File: config.mk
export PLATFORM = sky130hd
export DESIGN_NAME = rsi_sqrt_cell
export DESIGN_NICKNAME = d
export VERILOG_FILES = /design/src/rsi_pkg.sv /design/src/rsi_sqrt_cell.sv
export SDC_FILE = /design/constraint.sdc
export NUM_CORES = 1
export LEC_CHECK = 0
export BUFFER_PORTS_ARGS = -buffer_cell sky130_fd_sc_hd__buf_2
export CAP_MARGIN = 25
export CORE_AREA = 2 2 166 168
export DETAILED_ROUTE_END_ITERATION = 10
export DIE_AREA = 0 0 168 170
export PLACE_DENSITY = 0.84
export SYNTH_ARGS = -nofsm -noshare
export SYNTH_HDL_FRONTEND = slang
export SYNTH_SLANG_ARGS = --single-unit
File: constraint.sdc
create_clock -name clk -period 12.8 [get_ports clk]
set_input_delay 3.84 -clock clk [delete_from_list [all_inputs] [get_ports clk]]
set_output_delay 3.84 -clock clk [all_outputs]
set_load 0.005 [all_outputs]
File: src/rsi_pkg.sv
// Shared widths, constants and pipeline payload types for the ray-sphere intersection unit.
`timescale 1ns / 1ps
package rsi_pkg;

  // Field widths of the channels.
  localparam int unsigned CoordW  = 32;
  localparam int unsigned RadiusW = 31;

  // Fixed-point fraction positions.
  localparam int unsigned Frac    = 16;
  localparam int unsigned DirFrac = 30;

  // Internal widths, sized so that nothing wraps for any input pattern.
  localparam int unsigned ProdW   = 2 * CoordW;
  localparam int unsigned RrFullW = 2 * RadiusW;
  localparam int unsigned RrW     = RrFullW - Frac;
  localparam int unsigned BW      = 36;
  localparam int unsigned SdW     = CoordW + BW;
  localparam int unsigned InnerW  = 39;
  localparam int unsigned MagW    = 37;
  localparam int unsigned MhW     = MagW - Frac;
  localparam int unsigned HhW     = 2 * MhW;
  localparam int unsigned HlW     = MhW + Frac;
  localparam int unsigned LlW     = 2 * Frac;
  localparam int unsigned IsqW    = 60;
  localparam int unsigned CmW     = 48;
  localparam int unsigned CW      = CmW + 1;
  localparam int unsigned RadW    = RrW + Frac;
  localparam int unsigned RootW   = RadW / 2;
  localparam int unsigned QW      = 38;
  localparam int unsigned QmW     = QW - 1;
  localparam int unsigned QuotW   = 41;
  localparam int unsigned NumHiW  = CmW + Frac - QuotW;
  localparam int unsigned TW      = QuotW + 1;

  // Reset value of the radius register: 1.0 in unsigned Q15.16.
  localparam logic [RadiusW-1:0] RadiusReset = 31'd65536;

  // Quotient cap of 2^40 and the Q16.16 rails.
  localparam logic [QuotW-1:0] QuotCap = {1'b1, {(QuotW-1){1'b0}}};
  localparam logic signed [CoordW-1:0] DistMax = 32'sh7fff_ffff;
  localparam logic signed [CoordW-1:0] DistMin = 32'sh8000_0000;

  // Payload carried alongside the square-root cells.
  typedef struct packed {
    logic                 miss;
    logic signed [BW-1:0] b;
    logic signed [CW-1:0] c;
  } sqrt_side_t;

  // Payload carried alongside the divider cells.
  typedef struct packed {
    logic                 miss;
    logic                 ovf;
    logic                 neg;
    logic signed [QW-1:0] q;
  } div_side_t;

  // One result item.
  typedef struct packed {
    logic                     hit;
    logic signed [CoordW-1:0] hit_dist;
    logic                     sat;
  } result_t;

endpackage

File: src/rsi_sqrt_cell.sv
// One cell of the square-root chain: settles one bit of the root per cycle while en is high.
`timescale 1ns / 1ps
module rsi_sqrt_cell #(
  parameter int unsigned Step = 0
) (
  input  logic                     clk,
  input  logic                     rst_n,
  input  logic                     en,
  input  logic                     vld_i,
  input  rsi_pkg::sqrt_side_t      side_i,
  input  logic [rsi_pkg::RadW-1:0] v_i,
  input  logic [rsi_pkg::RadW-1:0] res_i,
  output logic                     vld_o,
  output rsi_pkg::sqrt_side_t      side_o,
  output logic [rsi_pkg::RadW-1:0] v_o,
  output logic [rsi_pkg::RadW-1:0] res_o
);
  import rsi_pkg::*;

  localparam logic [RadW:0] StepBit = {{RadW{1'b0}}, 1'b1} << (2 * Step);

  logic [RadW:0]   trial_w;
  logic            take_w;
  logic            vld_r;
  sqrt_side_t      side_r;
  logic [RadW-1:0] v_r;
  logic [RadW-1:0] v_nxt;
  logic [RadW-1:0] res_r;
  logic [RadW-1:0] res_nxt;

  // Try to subtract the current trial square from the remainder.
  always_comb begin
    trial_w = {1'b0, res_i} + StepBit;
    take_w  = {1'b0, v_i} >= trial_w;
    if (take_w) begin
      v_nxt   = v_i - trial_w[RadW-1:0];
      res_nxt = (res_i >> 1) + StepBit[RadW-1:0];
    end else begin
      v_nxt   = v_i;
      res_nxt = res_i >> 1;
    end
  end

  always_ff @(posedge clk) begin
    if (!rst_n) begin
      vld_r <= 1'b0;
    end else if (en) begin
      vld_r <= vld_i;
    end
  end

  always_ff @(posedge clk) begin
    if (en) begin
      side_r <= side_i;
      v_r    <= v_nxt;
      res_r  <= res_nxt;
    end
  end

  assign vld_o  = vld_r;
  assign side_o = side_r;
  assign v_o    = v_r;
  assign res_o  = res_r;

endmodule

After elaboration in Yosys (flattened, before gate mapping)
Index checks and enable logic that the tools add are counted.
{ "word_totals": {"reg_bits": 211, "input_bits": 214, "output_inout_bits": 211, "word_cells": 13} }
{ "classes": {"add_sub_neg": 3, "n_lt_le_gt_ge": 1, "n_mux": 2} }
{ "op_table": {"columns": ["operator", "count"], "rows": [
  ["$add A62 B1 Y63 const B", 1],
  ["$ge A62 B63 Y1", 1],
  ["$add A61 B1 Y62 const B", 1],
  ["$mux W62", 1],
  ["$sub A62 B62 Y62", 1],
  ["$mux W61", 1]
]} }

Longest topological paths before layout
{ "logic_depth": {"ltp_word": 3, "mapped_depth": 25, "mapped_depth_nobuf": 22} }

Least setup slack after synthesis
Ideal clock, no wire load.
{ "synth_path": {"kind": "input -> register", "from": "in res_i[4] (netlist name)", "to": "reg v_r[56] (netlist: v_o[56]) (data pin)", "setup_ns": 0.257, "arrival_ns": 8.202, "t_required_ns": 12.543, "slack_ns": 4.341, "path_stages": 21, "n_path_buf": 2, "path_cell_list": "buf_2 nand4_2 nor4_4 and3_1 and2_1 nand3_1 nor2_2 nand2_1 xor2_1 ha_1 buf_2 a21o_1 or3_1 a221oi_1 nor2_1 a2111oi_4 nor3_1 a211oi_2 o21bai_2 or3_1 a32o_1"} }
{ "synth_between": {"elab_chain_cells": 3, "word_cells_on_any_way": 4, "classes_between": "add/sub: 2; order compare: 1; mux: 1"} }
{ "synth_rtl": {"columns": ["item", "line_no", "source"], "rows": [
  ["from (decl)", "rsi_sqrt_cell.sv:12", "input logic [rsi_pkg::RadW-1:0] res_i,"],
  ["$add A62 B1 Y63 (*)", "rsi_sqrt_cell.sv:33", "trial_w = {1'b0, res_i} + StepBit;"],
  ["$sub A62 B62 Y62 / $ge A62 B63 Y1 (equally long branches)", "rsi_sqrt_cell.sv:36, rsi_sqrt_cell.sv:34", null],
  ["$mux W62 (*)", "rsi_sqrt_cell.sv:35", "if (take_w) begin"],
  ["via v_nxt[56]", "rsi_sqrt_cell.sv:27", "logic [RadW-1:0] v_nxt;"],
  ["to (signal assigned)", "rsi_sqrt_cell.sv:55", "v_r <= v_nxt;"],
  ["to (decl)", "rsi_sqrt_cell.sv:26", "logic [RadW-1:0] v_r;"]
]} }
Mark *: on every way through the listed nets, which the timed path passes. The rest lies on a longest branch.
A chain may end at the register's enable or synchronous reset.

Worst setup path after layout
{ "layout_path": {"from": "in res_i[2] (netlist name)", "to": "reg res_r[59] (netlist: res_o[59]) (data pin)"} }
{ "layout_between": {"elab_chain_cells": 3, "word_cells_on_any_way": 4, "classes_between": "add/sub: 2; order compare: 1; mux: 1"} }
{ "layout_rtl": {"columns": ["item", "line_no", "source"], "rows": [
  ["$add A62 B1 Y63", "rsi_sqrt_cell.sv:33", null],
  ["$ge A62 B63 Y1", "rsi_sqrt_cell.sv:34", "take_w = {1'b0, v_i} >= trial_w;"],
  ["$mux W61 (*)", "rsi_sqrt_cell.sv:35", null],
  ["via res_nxt[59]", "rsi_sqrt_cell.sv:29", "logic [RadW-1:0] res_nxt;"],
  ["to (signal assigned)", "rsi_sqrt_cell.sv:56", "res_r <= res_nxt;"],
  ["to (decl)", "rsi_sqrt_cell.sv:28", "logic [RadW-1:0] res_r;"]
]} }
Marked as above.

==> flow_metrics.tcl <==
set metrics [dict create \
    status "completed" \
    hold_path_class "reg2reg" \
    rows 60 \
    slew_violations 0 \
    setup_viol 0 \
    synth_cell_type_count 69 \
    synth_edf_count 210 \
    numPortBuffers 424 \
    whs_ns 0.5222 \
    seq_area_um2 6326 \
    clk_latency_ns 0.52 \
    gp_congestion 0.9699 \
    post_route_cells_drive_above_1_share_pct 29.10 \
    first_pass_iters 5 \
    ir_drop_mv 0.08433 \
    viasPerCell 5.805 \
    avgSynthCellArea_um2 10.27 \
    rsz0062_at_grt "false" \
    htreeDepth 1 \
    syn-num-nets 1556 \
    synthCells 1277 \
    grt_use_total_pct 30.07 \
    core_area_um2 26650 \
    utilization_pct 60.92 \
    wl_met3_um 4169 \
    drt_iter0_drc 1072 \
    crit_path_top_delay_cell "nor4_1" \
    ys_warn_count 0 \
    worstPathArrival_ns 10.11 \
    p_leak_nw 6.645 \
    dr.max_layer_used "met5" \
    ys.flop_type "edfxtp_1" \
    placedCellCount 1989 \
    stdcell_count 2041 \
    cellPowerDensity_nw_per_um2 122.4 \
    setup_tns_ns 0 \
    timing.final.ws_setup_ns 2.945 \
    multiInputGateArea_um2 6437 \
    final_cell_mix "423 x buf_2, 210 x edfxtp_1, 168 x nand2_1" \
    antenna_found_initial 17 \
    slowest_delay_ns 0.56 \
    syn_area_um2 13120 \
    path_class "in2reg" \
    relSlewSlack_pct 29.10 \
    fin_crit_sh_pct 76.99 \
    die_w_um 168 \
    dieArea_um2 28560 \
    critPathLaunchType "primary input" \
    layout_commonest_cell "buf_2" \
    cts-root-buf "clkbuf_16" \
    cts_tree "built" \
    grt_pass1_wl_um 65300 \
    dp_hpwl_um 35540 \
    crit_chain "buf_2, ha_1, nand3_1, nor4_4, and3_1, and2_1, nand3_1, nor2_2, nand2_1, nor2_1, xnor2_1, ha_1, and3_1, nand2_1, nor4_1, nand4_1, o31ai_1, a22oi_2, and2_4, buf_4, nor4_1, xor2_1" \
    path_max_fanout 67 \
    path_clk_slew_ns 0.07 \
    io_pins 425 \
    finalHoldViolCount 0 \
    yosysSeqAreaShare_pct 48.23 \
    ant_nets 0 \
    grt_start_max_net_pins 133 \
    wl_per_cell_um 22.22 \
    cts_resized 0 \
    cts.path.max_buffers 3 \
    clock.fmax_mhz 101.5 \
    period_minus_slack_ns 9.855 \
    worstMarginPinSlew_ns 1.064 \
    synth-seq-cells 211 \
    start_util_pct 49.22 \
    cts_setup_buffers 0 \
    grt_pass1_vias 11350 \
    layout.nets 1954 \
    dp_slack_ns 2.539 \
    cp-end-kind "register" \
    route.met2.wl_um 22150 \
    num-fill-cells 2248 \
    grt_overflow 0 \
    m1WireLength_um 16900 \
    vias 11850 \
    crit_required_ns 13.06 \
    cts_buffers 24 \
    finalWirelength_um 45340 \
    ys_async_sr_fraction_pct 0 \
    drc 0 \
    area_growth_pct 23.78 \
    cts_sinks 211 \
    postCtsHoldBufs 0 \
    maxCapViolCount 0 \
    fin_worst_skew_ns 0 \
    die_h_um 170 \
]
-- where the power goes --
part | switching [mW] | internal [mW]
registers | 0.0226 | 0.845
clock network | 0.292 | 0.381
logic | 0.268 | 0.179
total | 0.583 | 1.40
-- stage by stage --
| stage | power (mW) | area, um2 |
|---|---|---|
| 3_3_place_gp | 1.313 | 15420 |
| 4_1_cts | 1.992 | 16190 |
| 5_1_grt | 2.067 | 16230 |
| 2_1_floorplan | 1.120 | 13120 |
| 3_5_place_dp | 1.320 | 15420 |
| 6_report | 1.987 | 16240 |
-- cell usage after synthesis (3+ instances only) --
library cell	n	area (um2)
a211o_1	4	35.03
a211oi_2	4	50.05
a21o_1	37	277.8
a21oi_1	75	375.4
a31oi_1	9	56.30
and2_1	9	56.30
and3_1	21	131.4
and4_1	5	43.79
buf_1	3	11.26
buf_2	16	80.08
buf_6	6	67.56
clkbuf_1	29	108.9
clkbuf_2	3	15.01
edfxtp_1	210	6306
ha_1	64	800.8
inv_1	19	71.32
nand2_1	168	630.6
nand2b_1	9	56.30
nand3_1	60	300.3
nand4_1	56	350.3
nand4b_1	3	26.28
nor2_1	67	251.5
nor2b_1	5	31.28
nor3_1	24	120.1
nor4_1	12	75.07
o211ai_1	5	37.54
o21a_1	6	45.04
o21ai_0	91	455.4
o21ai_1	9	45.04
o21bai_1	13	97.59
o31ai_1	5	37.54
or2_2	4	25.02
or3_1	3	18.77
xnor2_1	114	998.5
xor2_1	65	569.3
-- final cells by class --
cell class / instances / area share [%]
multi-input cells: 990 / 39.65
well taps: 341 / 2.628
diodes: 9 / 0.1387
repair buffers: 429 / 13.48
clock buffers: 28 / 3.923
inverters: 19 / 0.4393
clock inverters: 14 / 0.7784
flip-flops and latches: 211 / 38.96
-- sequential cells by signal, summed over array words and instances, names as in the netlist --
signal  count
side_o     86
v_o        62
res_o      62
vld_o       1
-- worst paths after layout --
path                  from  cells past startpoint        end  slack (ns)
setup / recovery  res_i[2]                     22  res_o[59]        2.95
hold / removal       vld_o                      2      vld_o        0.52
setup reg to reg     vld_o                      2      vld_o       12.21
hold reg to reg      vld_o                      2      vld_o        0.52
-- routing by layer --
| layer | up-vias | global-route usage [%] |
|---|---|---|
| li1 | 5537 | - |
| met1 | 5526 | 35.93 |
| met2 | 653 | 51.80 |
| met3 | 122 | 6.628 |
| met4 | 10 | 14.29 |
| met5 | - | 0 |
-- cell families (layout without fill, tap and decap cells) --
logic type	Yosys count	in the layout	share of synthesized area [%]
simple gates	461	461	17.27
flops	211	211	48.23
other cells	0	9	0
xor+xnor	179	179	11.95
mux	2	2	0.1622
fa+ha+maj	65	65	6.258
compound gates	283	283	13.43
buf+inv	76	490	2.700
-- worst max-delay path, delay by kind of cell --
family	cells	cell delay [ns]
AND/OR/NAND/NOR	14	4.22
adder cells (fa/ha/maj)	2	0.73
buffers and inverters	2	0.52
AO/OA/AOI/OAI	2	0.49
XOR/XNOR	2	0.26
Note: power is estimated with default switching activity, not from simulation.
