**src/rsi_pkg.sv**
```systemverilog
// Shared widths, constants and pipeline payload types for the ray-sphere intersection unit.
`timescale 1ns / 1ps
package rsi_pkg;

  // Field widths of the channels.
  localparam int unsigned CoordW  = 32;
  localparam int unsigned RadiusW = 31;

  // Fixed-point fraction positions.
  localparam int unsigned Frac    = 16;
  localparam int unsigned DirFrac = 30;

  // Internal widths, sized so that nothing wraps for any input pattern.
  localparam int unsigned ProdW   = 2 * CoordW;
  localparam int unsigned RrFullW = 2 * RadiusW;
  localparam int unsigned RrW     = RrFullW - Frac;
  localparam int unsigned BW      = 36;
  localparam int unsigned SdW     = CoordW + BW;
  localparam int unsigned InnerW  = 39;
  localparam int unsigned MagW    = 37;
  localparam int unsigned MhW     = MagW - Frac;
  localparam int unsigned HhW     = 2 * MhW;
  localparam int unsigned HlW     = MhW + Frac;
  localparam int unsigned LlW     = 2 * Frac;
  localparam int unsigned IsqW    = 60;
  localparam int unsigned CmW     = 48;
  localparam int unsigned CW      = CmW + 1;
  localparam int unsigned RadW    = RrW + Frac;
  localparam int unsigned RootW   = RadW / 2;
  localparam int unsigned QW      = 38;
  localparam int unsigned QmW     = QW - 1;
  localparam int unsigned QuotW   = 41;
  localparam int unsigned NumHiW  = CmW + Frac - QuotW;
  localparam int unsigned TW      = QuotW + 1;

  // Reset value of the radius register: 1.0 in unsigned Q15.16.
  localparam logic [RadiusW-1:0] RadiusReset = 31'd65536;

  // Quotient cap of 2^40 and the Q16.16 rails.
  localparam logic [QuotW-1:0] QuotCap = {1'b1, {(QuotW-1){1'b0}}};
  localparam logic signed [CoordW-1:0] DistMax = 32'sh7fff_ffff;
  localparam logic signed [CoordW-1:0] DistMin = 32'sh8000_0000;

  // Payload carried alongside the square-root cells.
  typedef struct packed {
    logic                 miss;
    logic signed [BW-1:0] b;
    logic signed [CW-1:0] c;
  } sqrt_side_t;

  // Payload carried alongside the divider cells.
  typedef struct packed {
    logic                 miss;
    logic                 ovf;
    logic                 neg;
    logic signed [QW-1:0] q;
  } div_side_t;

  // One result item.
  typedef struct packed {
    logic                     hit;
    logic signed [CoordW-1:0] hit_dist;
    logic                     sat;
  } result_t;

endpackage

```
**src/rsi_div_cell.sv**
```systemverilog
// One cell of the restoring divider chain: settles one quotient bit per cycle while en is high.
`timescale 1ns / 1ps
module rsi_div_cell (
  input  logic                      clk,
  input  logic                      rst_n,
  input  logic                      en,
  input  logic                      vld_i,
  input  rsi_pkg::div_side_t        side_i,
  input  logic [rsi_pkg::QmW-1:0]   dvs_i,
  input  logic [rsi_pkg::QmW-1:0]   rem_i,
  input  logic [rsi_pkg::QuotW-1:0] num_i,
  input  logic [rsi_pkg::QuotW-1:0] quo_i,
  output logic                      vld_o,
  output rsi_pkg::div_side_t        side_o,
  output logic [rsi_pkg::QmW-1:0]   dvs_o,
  output logic [rsi_pkg::QmW-1:0]   rem_o,
  output logic [rsi_pkg::QuotW-1:0] num_o,
  output logic [rsi_pkg::QuotW-1:0] quo_o
);
  import rsi_pkg::*;

  logic [QmW:0]     rem2_w;
  logic             take_w;
  logic [QmW:0]     diff_w;
  logic             vld_r;
  div_side_t        side_r;
  logic [QmW-1:0]   dvs_r;
  logic [QmW-1:0]   rem_r;
  logic [QmW-1:0]   rem_nxt;
  logic [QuotW-1:0] num_r;
  logic [QuotW-1:0] quo_r;

  // Bring down the next numerator bit and subtract the divisor if it fits.
  always_comb begin
    rem2_w  = {rem_i, num_i[QuotW-1]};
    take_w  = rem2_w >= {1'b0, dvs_i};
    diff_w  = rem2_w - {1'b0, dvs_i};
    rem_nxt = take_w ? diff_w[QmW-1:0] : rem2_w[QmW-1:0];
  end

  always_ff @(posedge clk) begin
    if (!rst_n) begin
      vld_r <= 1'b0;
    end else if (en) begin
      vld_r <= vld_i;
    end
  end

  always_ff @(posedge clk) begin
    if (en) begin
      side_r <= side_i;
      dvs_r  <= dvs_i;
      rem_r  <= rem_nxt;
      num_r  <= {num_i[QuotW-2:0], 1'b0};
      quo_r  <= {quo_i[QuotW-2:0], take_w};
    end
  end

  assign vld_o  = vld_r;
  assign side_o = side_r;
  assign dvs_o  = dvs_r;
  assign rem_o  = rem_r;
  assign num_o  = num_r;
  assign quo_o  = quo_r;

endmodule
```
**config.mk**
```make
export PLATFORM = sky130hd
export DESIGN_NAME = rsi_div_cell
export DESIGN_NICKNAME = d
export VERILOG_FILES = /design/src/rsi_pkg.sv /design/src/rsi_div_cell.sv
export SDC_FILE = /design/constraint.sdc
export NUM_CORES = 1
export LEC_CHECK = 0
export BUFFER_PORTS_ARGS = -buffer_cell sky130_fd_sc_hd__buf_4
export CORE_AREA = 2 2 155 157
export DETAILED_ROUTE_END_ITERATION = 7
export DIE_AREA = 0 0 157 159
export GPL_TIMING_DRIVEN = 0
export MAX_ROUTING_LAYER = met4
export PLACE_DENSITY_LB_ADDON = 0.3
export SYNTH_ARGS = -nofsm -noshare
export SYNTH_HDL_FRONTEND = slang
export SYNTH_SLANG_ARGS = --single-unit
```
**constraint.sdc**
```tcl
create_clock -name clk -period 6.77 [get_ports clk]
set_input_delay 0.3385 -clock clk [delete_from_list [all_inputs] [get_ports clk]]
set_output_delay 0.3385 -clock clk [all_outputs]
set_load 0.02 [all_outputs]
```
# [After elaboration in Yosys (flattened, before gate mapping)]
# Cells that the tools add are included.
# Widths: inputs -> output; s select.
[totals] elab_cells=12 ff_bits=197 output_inout_bits=198 input_bits=201
[classes] addsub=1 muxes=1 n_lt_le_gt_ge=1
[ops] op="$ge 38x37->1" count=1
[ops] op="$mux 37" count=1
[ops] op="$sub 37x37->37" count=1

# [Longest topological paths before layout]
# Gate-level depths: netlist of run 1.
[logic_depth] depth_word=2 depth_mapped=14

# [Worst setup path before layout of run 1]
# No wires, ideal clock.
[synth_timing] path_kind="input to register" start="in num_i[40] (netlist bit)" end="reg rem_r[19], in the netlist rem_o[19] (data pin)" arrival_time_ns=2.888 path_buffers=2 path_slack_ns=3.622 t_required_ns=6.510 stages=14 path_cell_list="inv_1 ha_1 inv_1 fa_1 a211oi_1 o21ai_1 nand3_1 a21oi_2 a311oi_1 o41a_1 o211a_1 buf_6 buf_6 mux2_4"
[synth_via] elab_chain_len=2
[synth_lines] element="start, declared" line="rsi_div_cell.sv:11" source="input logic [rsi_pkg::QuotW-1:0] num_i,"
[synth_lines] element="$sub 37x37->37 or $ge 38x37->1 (tied branches)" line="rsi_div_cell.sv:37, rsi_div_cell.sv:36"
[synth_lines] element="$mux 37 (*)" line="rsi_div_cell.sv:38" source="rem_nxt = take_w ? diff_w[QmW-1:0] : rem2_w[QmW-1:0];"
[synth_lines] element="named net rem_nxt[19]" line="rsi_div_cell.sv:29" source="logic [QmW-1:0] rem_nxt;"
[synth_lines] element="end signal, assigned" line="rsi_div_cell.sv:53" source="rem_r <= rem_nxt;"
[synth_lines] element="end, declared" line="rsi_div_cell.sv:28" source="logic [QmW-1:0] rem_r;"
# The timed path passes the listed nets; every way through them passes the cells marked *.
# A chain may end at the register's enable or synchronous reset.

# [Worst setup path after layout of run 1]
[layout_timing] start="in num_i[40] (netlist bit)" end="reg rem_r[31], in the netlist rem_o[31] (data pin)"
# The elaborated chain is that of the path after synthesis.

==> key figures, run 1 <==
Run status
  • Status: completed

STA
  • Tmin final: between 3 and 4 ns
  • Setup Skew: 0 ns
  • Peak Freq: around 280 MHz
  • # setup viols final: 0
  • Hold Violations, Final: 0
  • Setup slack after layout: 3.24 ns
  • RSZ-0062 raised after global routing: no
  • Max-slew violation count: 0
  • Final Cycle Share: between 50% and 60%
  • Fin Setup TNS: 0 ns
  • Least-Margin Pin Slew: about 0.82 ns
  • Slew headroom: 45.4%

Detailed routing
  • Vias: 6,412
  • Final ANT Viol Nets: 0
  • First DRT Iteration DRCs: 332
  • DR WL/cell: about 19 µm
  • Via density: approximately 4.8
  • Routed wire length: 25.1 mm
  • TritonRoute pass-1 iters: 5
  • DR DRC count: 0

Global route
  • First-pass GRT wire length: around 37 mm
  • Initial antenna violation count: 0
  • Remaining Overflow, GRT: 0
  • Largest net degree at the start of global routing: approximately 120
  • Vias in the first global route: between 6,000 and 7,000
  • GRT Util Overall: about a fifth

Cells and area
  • Fin area: roughly 0.013 mm²
  • # diodes: 0
  • Area grow syn2layout: 45.9%
  • Core Util, Final: a little under three fifths
  • Ratio of cells with drive above 1 in the final layout: a little under half
  • Layout Nets: roughly 1,300

Placement
  • Post-DP Area: between 0.01 and 0.015 mm²
  • GPL Wtd Cong: between 0.8 and 0.9
  • Post-place setup slack: roughly 2.8 ns
  • Detailed Place HPWL: between 15 and 20 mm
  • Port Buffers: 396

Synth
  • Number of flops mapped to enable cells by yosys: ~200
  • Top post-synthesis cells by count: edfxtp_1 (196), inv_1 (44), ha_1 (37)
  • Top cell type's share of synthesized area: between 60% and 70%
  • Post-synthesis sequential area ratio: 67.5%
  • Post-synthesis cell count: between 500 and 600
  • Syn nets: 837
  • Synth Warn #: 0
  • Largest cells by area after synthesis: edfxtp_1 (67%), ha_1 (5.3%), mux2_4 (2.9%)
  • Post-Syn Area: between 0.008 and 0.009 mm²
  • Synthesized flop and latch total: between 150 and 200
  • Post-synth top flop: edfxtp_1
  • Syn avg cell area: ~15 µm²
  • Ys async rst share: 0%
  • Synth unique cells: 57
  • Synth area leader: edfxtp_1
  • Most frequent cell after synthesis: edfxtp_1

Floorplan
  • Starting Density: a little under two fifths
  • IO Pins: about 400
  • Core region area: between 0.02 and 0.025 mm²
  • Die H: 159 µm
  • Num rows: between 50 and 60
  • Die Span X: 157 µm
  • Die area: between 0.02 and 0.025 mm²

Power and ir drop
  • Peak supply drop: around 0.00013 V
  • PwrDens: between 200 and 300 mW/mm²
  • Sequential Power Share: between 40% and 50%
  • Pint: between 0.002 and 0.0025 W
  • Net Sw Frac: 29.1%
  • Switching pwr: just under 0.001 W
  • Combinational share of power: 23.0%
  • Clock power frac: between 30% and 40%
  • LEAKAGE: roughly 5.5 nW

Setup path
  • Setup Crit Path Kind: input port to register
  • CP Buf/Inv Count: 5
  • CP delay by family, top: compound AO/OA/AOI/OAI gates
  • Crit path largest cell delay: between 0.5 and 0.6 ns
  • Worst setup EP type: register
  • Worst-path cell chain: buf_4 > inv_1 > ha_1 > inv_1 > fa_1 > a211oi_1 > o21ai_1 > nand3_1 > a21oi_2 > a311oi_1 > o41a_1 > o211a_1 > buf_6 > buf_6 > mux2_4
  • Critical Path RT: roughly 7.0 ns
  • Critical Path AT: between 3 and 4 ns
  • Worst Setup Start Kind: input port
  • Slowest cell on crit path: a311oi_1
  • CP max FO: 10

Run
  • Max-Cap Viols: 0

Clocking
  • Clock sink total: a little under 200
  • CTS Root Buffer Type: clkbuf_16
  • Clk_lat worst skew: about 0.43 ns
  • Total CTS buffers: 17
  • CTS tree: built
  • Post-CTS resize count: 0
  • Clock slew seen by the registers of the worst setup and hold paths: about 0.080 ns
  • CTS Hold Bufs: 0
  • CTS Buffer Depth: 2
  • Max H-tree Level: 4
  • Postcts setup bufs: 0

Min path
  • Hold crit path type: input port to register
[per-stage QoR]
stage          power, W  hold slack (ns)  cells
2_1_floorplan   0.00194            0.437    598
3_3_place_gp    0.00229            0.505   1313
3_5_place_dp    0.00230            0.518   1314
4_1_cts         0.00333           0.0570   1346
5_1_grt         0.00344           0.0474   1346
6_report        0.00330           0.0722   1346
[registers in the layout, summed over array words and instances, names as in the netlist]
register / flops
dvs_o: 37
side_o: 41
vld_o: 1
num_o: 40
rem_o: 37
quo_o: 41
[layout by cell type (no fill, tap or decap), types with 7 or more instances in the layout]
master     netlist  final
a21oi_1         32     32
o21ai_0         23     23
clkbuf_1        10     11
nor2_1          30     30
nor2b_1          8      8
a21o_1          15     15
nand3_1          9      9
nand2_1         29     29
mux2_4          17     17
xnor2_1         17     17
mux2_2          18     18
clkbuf_16        0     17
edfxtp_1       196    196
nor3_1           7      7
inv_1           44     44
buf_4            1    396
ha_1            37     37
xor2_1          14     14
[worst register-to-register path: cells and delay by family, from the launching register on]
family | cells | cell delay (ns)
multiplexers | 1 | 0.07
AND/OR/NAND/NOR | 1 | 0.14
flip-flops | 1 | 0.33
[routing by layer]
metal | part of all wire, % | global-route usage [%] | vias up
met4 | 2.8 | 7.17 | 0
met1 | 38 | 22.2 | 3042
li1 | - | - | 3092
met2 | 52 | 35.0 | 241
met3 | 7.1 | 5.42 | 37
met5 | 0 | - | -
[path summary, 6_finish.rpt]
path / start / endpoint / slack [ns] / cells past startpoint
hold / removal: side_i[21] / side_o[21] / 0.07 / 1
hold reg to reg: vld_o / vld_o / 0.54 / 2
setup reg to reg: vld_o / vld_o / 6.17 / 2
setup / recovery: num_i[40] / rem_o[31] / 3.24 / 15
[final cells by class]
cell class / instances / area (µm²)
clock inverters: 14 / 178
well taps: 319 / 399
fillers: 1951 / 10400
clock buffers: 18 / 429
flip-flops and latches: 197 / 5910
plain buffers: 17 / 93.8
inverters: 44 / 165
multi-input cells: 340 / 2580
repair buffers: 397 / 3010
[logic make-up (layout without fill, tap and decap cells)]
logic type      after synthesis  count (layout)  synth area share (%)
flops                       197             197                  67.5
compound gates              120             120                  9.03
simple gates                113             113                  6.35
buf+inv                      61             490                  2.96
fa+ha+maj                    38              38                  5.52
mux                          37              37                  5.46
xor+xnor                     31              31                  3.10
other cells                   1               1                0.0429
[power groups by stage]
stage | clock [W] | sequential (W) | combinational [W]
3_5_place_dp | 0 | 0.00154 | 0.000763
2_1_floorplan | 0 | 0.00169 | 0.000249
3_3_place_gp | 0 | 0.00154 | 0.000755
5_1_grt | 0.00110 | 0.00152 | 0.000812
6_report | 0.00103 | 0.00151 | 0.000759
4_1_cts | 0.00106 | 0.00151 | 0.000766
(Power assumes the default switching activity.)
==> run 2, diff against run 1 <==
- CORE_AREA: 2 2 155 157 -> 2 2 157 159
- DIE_AREA: 0 0 157 159 -> 0 0 159 161
- clock period: 6.77 -> 3.7 ns (I/O delays scaled with it)
==> key figures, run 2 (synthesis results as in run 1) <==
Setup path
  • Crit path largest cell delay: 0.53 ns (was 0.57 ns)
  • Worst setup EP type: register (unchanged)
  • CP max FO: 10 (unchanged)
  • Reg-to-Reg Start: vld_o (unchanged)
  • Worst Setup Start Kind: input port (unchanged)
  • RR Endpoint: vld_o (unchanged)
  • Slowest cell on crit path: dlygate4sd3_1 (was a311oi_1)
  • Worst reg2reg setup slack: 3.10 ns (was 6.17 ns)
  • Cell depth of the worst flop-to-flop path: 2 (unchanged)
  • Setup Crit Path Kind: input port to register (unchanged)
  • Critical Path RT: 3.88 ns (was 6.96 ns)
  • Worst-path cell chain: dlygate4sd3_1 > buf_4 > inv_1 > ha_1 > a211oi_1 > o21ai_1 > nand3_1 > a21oi_4 > a311oi_2 > o41a_1 > o211a_1 > buf_6 > buf_6 > mux2_4 (was buf_4 > inv_1 > ha_1 > inv_1 > fa_1 > a211oi_1 > o21ai_1 > nand3_1 > a21oi_2 > a311oi_1 > o41a_1 > o211a_1 > buf_6 > buf_6 > mux2_4)
  • Most Frequent Cell on Critical Path: buf_6
  • Critical Path AT: 3.73 ns (was 3.71 ns)

Power and ir drop
  • Combinational share of power: 25.0% (was 23.0%)
  • LEAKAGE: 6.21 nW (was 5.54 nW)
  • Total power: 0.00623 W (was 0.00330 W)
  • Pint: 0.00439 W (was 0.00234 W)
  • Clock power frac: 30.6% (was 31.3%)
  • Switching pwr: 0.00184 W (was 0.000960 W)
  • Net Sw Frac: 29.5% (was 29.1%)
  • Sequential Power Share: 44.5% (was 45.7%)
  • PwrDens: 434 mW/mm² (was 258 mW/mm²)
  • Peak supply drop: 0.000259 V (was 0.000128 V)

Global route
  • Initial antenna violation count: 0 (unchanged)
  • Remaining Overflow, GRT: 0 (unchanged)
  • Vias in the first global route: 7,367 (was 6,254)
  • Largest net degree at the start of global routing: 103 (was 124)
  • GRT Util Overall: 22.8% (was 20.2%)
  • First-pass GRT wire length: 43.2 mm (was 36.7 mm)

Placement
  • Post-DP Area: 0.0122 mm² (about the same)
  • Detailed Place HPWL: 19.5 mm (was 19.8 mm)
  • GPL Wtd Cong: 0.829 (was 0.814)
  • Post-place setup slack: -0.122 ns (was 2.78 ns)
  • Port Buffers: 396 (unchanged)

Detailed routing
  • DR DRC count: 0 (unchanged)
  • Via density: 4.81 (was 4.76)
  • Vias: 7,260 (was 6,412)
  • Final ANT Viol Nets: 0 (unchanged)
  • Routed wire length: 29.2 mm (was 25.1 mm)
  • TritonRoute pass-1 iters: 5 (unchanged)
  • DR WL/cell: 19.3 µm (was 18.6 µm)
  • First DRT Iteration DRCs: 373 (was 332)

Clocking
  • Clock slew seen by the registers of the worst setup and hold paths: 0.08 ns (about the same)
  • Total CTS buffers: 17 (unchanged)
  • Clk_lat worst skew: 0.42 ns (was 0.43 ns)
  • CTS Buffer Depth: 2 (unchanged)
  • CTS Root Buffer Type: clkbuf_16 (unchanged)
  • Clock sink total: 197 (unchanged)
  • Max H-tree Level: 4 (unchanged)
  • CTS tree: built (unchanged)

Cells and area
  • # diodes: 0 (unchanged)
  • Layout Nets: 1,412 (was 1,253)
  • Most frequent cells in the layout: buf_4 (396), edfxtp_1 (196), dlygate4sd3_1 (159) (was buf_4 (396), edfxtp_1 (196), inv_1 (44))
  • Area grow syn2layout: 64.3% (was 45.9%)
  • Fin area: 0.0144 mm² (was 0.0128 mm²)
  • Ratio of cells with drive above 1 in the final layout: 40.4% (was 46.4%)
  • Commonest non-fill, non-tap cell in the layout: buf_4 (unchanged)

Floorplan
  • Starting Density: 36.5% (was 37.7%)
  • Core region area: 0.0240 mm² (was 0.0232 mm²)
  • Die H: 161 µm (was 159 µm)
  • Die area: 0.0256 mm² (was 0.0250 mm²)
  • IO Pins: 399 (unchanged)
  • Num rows: 57 (was 56)
  • Die Span X: 159 µm (was 157 µm)

STA
  • Setup slack after layout: 0.154 ns (was 3.24 ns)
  • Least-Margin Pin Slew: 0.848 ns (was 0.818 ns)
  • # setup viols final: 0 (unchanged)
  • Setup Skew: 0 ns (unchanged)
  • Peak Freq: 282 MHz
  • Hold Violations, Final: 0 (unchanged)
  • Max-slew violation count: 0 (unchanged)
  • Final Cycle Share: 95.8%
  • RSZ-0062 raised after global routing: no (unchanged)
  • Slew headroom: 43.4% (was 45.4%)
  • Tmin final: 3.55 ns

Run status
  • Status: completed (unchanged)

Min path
  • Worst Hold Launch: vld_i (was side_i[21])
  • WHS Endpoint: vld_o (was side_o[21])
  • Hold crit path type: input port to register (unchanged)
  • Hold depth: 3 (was 1)

Run
  • Max-Cap Viols: 0 (unchanged)
## run 2: cell count changes in the layout (fill, tap and decap cells not counted)
cell and delta:
clkinv_4 -1, o31ai_2 +1, o31ai_1 -1, a21oi_2 -1
a21oi_4 +1, clkinv_8 -1, a311oi_1 -1, a311oi_2 +1
inv_8 +2, o21ai_1 +1, dlygate4sd3_1 +159, o21ai_0 -1
## run 2: through the flow
step | std cells | TNS, ns | utilization, % | hold WS, ns
2_1_floorplan | 598 | 0 | - | 0.284
3_3_place_gp | 1318 | -2.32 | 50.6 | 0.363
3_5_place_dp | 1319 | -2.29 | 50.7 | 0.364
4_1_cts | 1510 | 0 | 59.9 | 0.0113
5_1_grt | 1510 | 0 | 60.0 | 0.0410
6_report | 1510 | 0 | 60.0 | 0.0265
## run 2: metal layers
layer	vias up	track usage [%]	wire, µm
met4	0	7.64	756
met5	-	-	0
met3	46	4.29	1410
met2	276	41.2	15700
met1	3521	25.4	11400
li1	3417	-	-
## run 2: worst max path at each step
stage | from | end | slack, ns
after CTS | dvs_i[2] | rem_o[35] | 0.06
final | dvs_i[2] | rem_o[35] | 0.15
after global placement | num_i[40] | rem_o[31] | -0.13
after floorplan | num_i[40] | rem_o[19] | 0.71
after detailed placement | num_i[40] | rem_o[31] | -0.12
after global routing | dvs_i[2] | rem_o[35] | 0.04
## run 2: layout make-up
cell class / instances / area, µm²
plain buffers: 17 / 93.8
flip-flops and latches: 197 / 5910
clock inverters: 14 / 175
well taps: 324 / 405
fillers: 1915 / 9590
clock buffers: 18 / 429
repair buffers: 556 / 4600
multi-input cells: 340 / 2600
inverters: 44 / 165
## run 2: power groups by stage
stage	Clock, W	Sequential, W	Combinational, W
2_1_floorplan	0	0.00309	0.000456
3_3_place_gp	0	0.00281	0.00138
3_5_place_dp	0	0.00281	0.00139
4_1_cts	0.00195	0.00276	0.00154
5_1_grt	0.00202	0.00279	0.00165
6_report	0.00190	0.00277	0.00156
## run 2: what timing repair did
action,CTS,global route
buffers inserted,0,0
setup endpoints to repair,0,28
gates resized for setup,0,4
hold buffers,159,0
hold endpoints to repair,159,0
## run 2: critical path, delay by kind of cell
kind | cells | cell delay, ns
AO/OA/AOI/OAI | 6 | 1.61
buffers and inverters | 5 | 1.01
adder cells (fa/ha/maj) | 1 | 0.39
multiplexers | 1 | 0.30
AND/OR/NAND/NOR | 1 | 0.21
==> run 3, diff against run 2 <==
- CORE_AREA: 2 2 157 159 -> 2 2 154 156
- DIE_AREA: 0 0 159 161 -> 0 0 156 158
- SETUP_SLACK_MARGIN: unset -> 0.4
- SLEW_MARGIN: unset -> 20
==> key figures, run 3 (synthesis results as in run 1) <==
Run status
  • Status: completed (unchanged)

Power and ir drop
  • Peak supply drop: 0.000303 V (was 0.000259 V)
  • PwrDens: 433 mW/mm² (was 434 mW/mm²)
  • LEAKAGE: 6.23 nW (was 6.21 nW)

Detailed routing
  • Via density: 4.88 (was 4.81)
  • Routed wire length: 28.3 mm (was 29.2 mm)
  • Final ANT Viol Nets: 0 (unchanged)
  • Vias: 7,232 (was 7,260)
  • TritonRoute pass-1 iters: 4 (was 5)
  • DR DRC count: 0 (unchanged)
  • First DRT Iteration DRCs: 430 (was 373)
  • DR WL/cell: 19.1 µm (was 19.3 µm)

Placement
  • Post-placement cell count: 1,285 (was 1,319)
  • Port Buffers: 396 (unchanged)
  • Post-DP Area: 0.0121 mm² (was 0.0122 mm²)
  • Detailed Place HPWL: 19.3 mm (was 19.5 mm)
  • Post-place setup slack: -0.0947 ns (was -0.122 ns)
  • GPL Wtd Cong: 0.817 (was 0.829)

Setup path
  • Critical Path RT: 3.89 ns (was 3.88 ns)
  • Crit path largest cell delay: 0.54 ns (was 0.53 ns)
  • Setup Crit Path Kind: input port to register (unchanged)
  • Cell depth of the worst flop-to-flop path: 2 (unchanged)
  • RR Endpoint: vld_o (unchanged)
  • CP max FO: 10 (unchanged)
  • Worst Setup Start Kind: input port (unchanged)
  • Worst-path cell chain: dlygate4sd3_1 > buf_4 > inv_1 > ha_1 > a21oi_1 > o21ai_0 > nand4_1 > o211ai_1 > a311oi_4 > o41a_1 > o211a_1 > buf_6 > buf_8 > mux2_4 (was dlygate4sd3_1 > buf_4 > inv_1 > ha_1 > a211oi_1 > o21ai_1 > nand3_1 > a21oi_4 > a311oi_2 > o41a_1 > o211a_1 > buf_6 > buf_6 > mux2_4)
  • Critical Path AT: 3.37 ns (was 3.73 ns)
  • Worst setup EP type: register (unchanged)
  • Reg-to-Reg Start: vld_o (unchanged)
  • Worst reg2reg setup slack: 3.03 ns (was 3.10 ns)
  • Slowest cell on crit path: dlygate4sd3_1 (unchanged)

Cells and area
  • Core Util, Final: 62.5% (was 60.0%)
  • Area grow syn2layout: 64.6% (was 64.3%)
  • Commonest non-fill, non-tap cell in the layout: buf_4 (unchanged)
  • Fin cells: 1,481 (was 1,510)
  • Layout Nets: 1,416 (was 1,412)
  • Most frequent cells in the layout: buf_4 (400), edfxtp_1 (196), dlygate4sd3_1 (159) (was buf_4 (396), edfxtp_1 (196), dlygate4sd3_1 (159))
  • Fin area: 0.0144 mm² (about the same)
  • Ratio of cells with drive above 1 in the final layout: 40.8% (was 40.4%)

Clocking
  • Clk_lat worst skew: 0.44 ns (was 0.42 ns)
  • Clock sink total: 197 (unchanged)
  • CTS Buffer Depth: 2 (unchanged)
  • Max H-tree Level: 4 (unchanged)
  • Total CTS buffers: 17 (unchanged)
  • CTS tree: built (unchanged)
  • CTS Root Buffer Type: clkbuf_16 (unchanged)
  • Clock slew seen by the registers of the worst setup and hold paths: 0.08 ns (about the same)

Floorplan
  • IO Pins: 399 (unchanged)
  • Die Span X: 156 µm (was 159 µm)
  • Die area: 0.0246 mm² (was 0.0256 mm²)
  • Num rows: 56 (was 57)
  • Die H: 158 µm (was 161 µm)
  • Starting Density: 37.9% (was 36.5%)
  • Core region area: 0.0231 mm² (was 0.0240 mm²)

STA
  • Peak Freq: 314 MHz (was 282 MHz)
  • Final Cycle Share: 86.0% (was 95.8%)
  • Slew headroom: 44.4% (was 43.4%)
  • Hold Violations, Final: 0 (unchanged)
  • Setup Skew: 0 ns (unchanged)
  • Setup slack after layout: 0.518 ns (was 0.154 ns)
  • # setup viols final: 0 (unchanged)
  • Max-slew violation count: 0 (unchanged)
  • Least-Margin Pin Slew: 0.834 ns (was 0.848 ns)
  • RSZ-0062 raised after global routing: no (unchanged)
  • Fin Setup TNS: 0 ns (unchanged)
  • Tmin final: 3.18 ns (was 3.55 ns)

Min path
  • Hold depth: 3 (unchanged)
  • Hold crit path type: input port to register (unchanged)
  • Worst Hold Launch: vld_i (unchanged)
  • WHS Endpoint: vld_o (unchanged)

Global route
  • Initial antenna violation count: 1 (was 0)
  • GRT Util Overall: 22.7% (was 22.8%)
  • Remaining Overflow, GRT: 0 (unchanged)
  • Vias in the first global route: 7,243 (was 7,367)
  • Largest net degree at the start of global routing: 104 (was 103)
  • First-pass GRT wire length: 40.8 mm (was 43.2 mm)

Run
  • Max-Cap Viols: 0 (unchanged)
[run 3: what timing repair did]
item / CTS / global route
resized for setup: 1 / 10
setup endpoints to repair: 21 / 28
pin swaps: 0 / 4
endpoints found under the hold margin: 159 / 0
buffers inserted: 0 / 4
hold buffers: 159 / 0
[run 3: critical path, delay by kind of cell]
kind / cells / cell delay [ns]
buffers and inverters: 5 / 1.07
and+or+nand+nor: 1 / 0.17
AOI/OAI and AO/OA: 6 / 1.48
adders and majority gates: 1 / 0.16
muxes: 1 / 0.30
[run 3: per-layer routing]
layer / GRT usage [%] / share of wire (%) / up-vias
li1: - / - / 3422
met1: 24.7 / 37 / 3474
met4: 9.74 / 3.6 / 0
met2: 40.1 / 53 / 279
met5: - / 0 / -
met3: 5.34 / 6.5 / 57
[run 3: through the flow]
stage	total power [W]	hold WS, ns
after global routing	0.00648	0.0408
after detailed placement	0.00421	0.364
after global placement	0.00419	0.363
after CTS	0.00625	0.00307
final	0.00623	0.0434
after floorplan	0.00354	0.284
[run 3: how the worst max path moves through the flow]
stage | depth (start not counted) | slack, ns | to | startpoint
floorplan | 14 | 0.71 | rem_o[19] | num_i[40]
global placement | 15 | -0.07 | rem_o[32] | num_i[40]
detailed placement | 14 | -0.09 | rem_o[32] | dvs_i[9]
CTS | 13 | 0.42 | rem_o[32] | dvs_i[5]
global route | 13 | 0.42 | rem_o[12] | dvs_i[14]
finish | 14 | 0.52 | rem_o[32] | dvs_i[14]
[run 3: final cells by class]
type	instances	area, µm²
Multi-Input combinational cell	340	2630
Fill cell	1738	8660
Timing Repair Buffer	560	4630
Tap cell	290	363
Sequential cell	197	5910
Clock inverter	14	175
Buffer	17	101
Clock buffer	18	429
Antenna cell	1	2.50
Inverter	44	165
[run 3: where the power goes]
part           switching (W)  internal [W]  leakage (nW)  total (W)
clock network       0.000970      0.000926         0.293    0.00190
logic               0.000793      0.000767          4.01    0.00156
registers          0.0000654       0.00270          1.93    0.00277
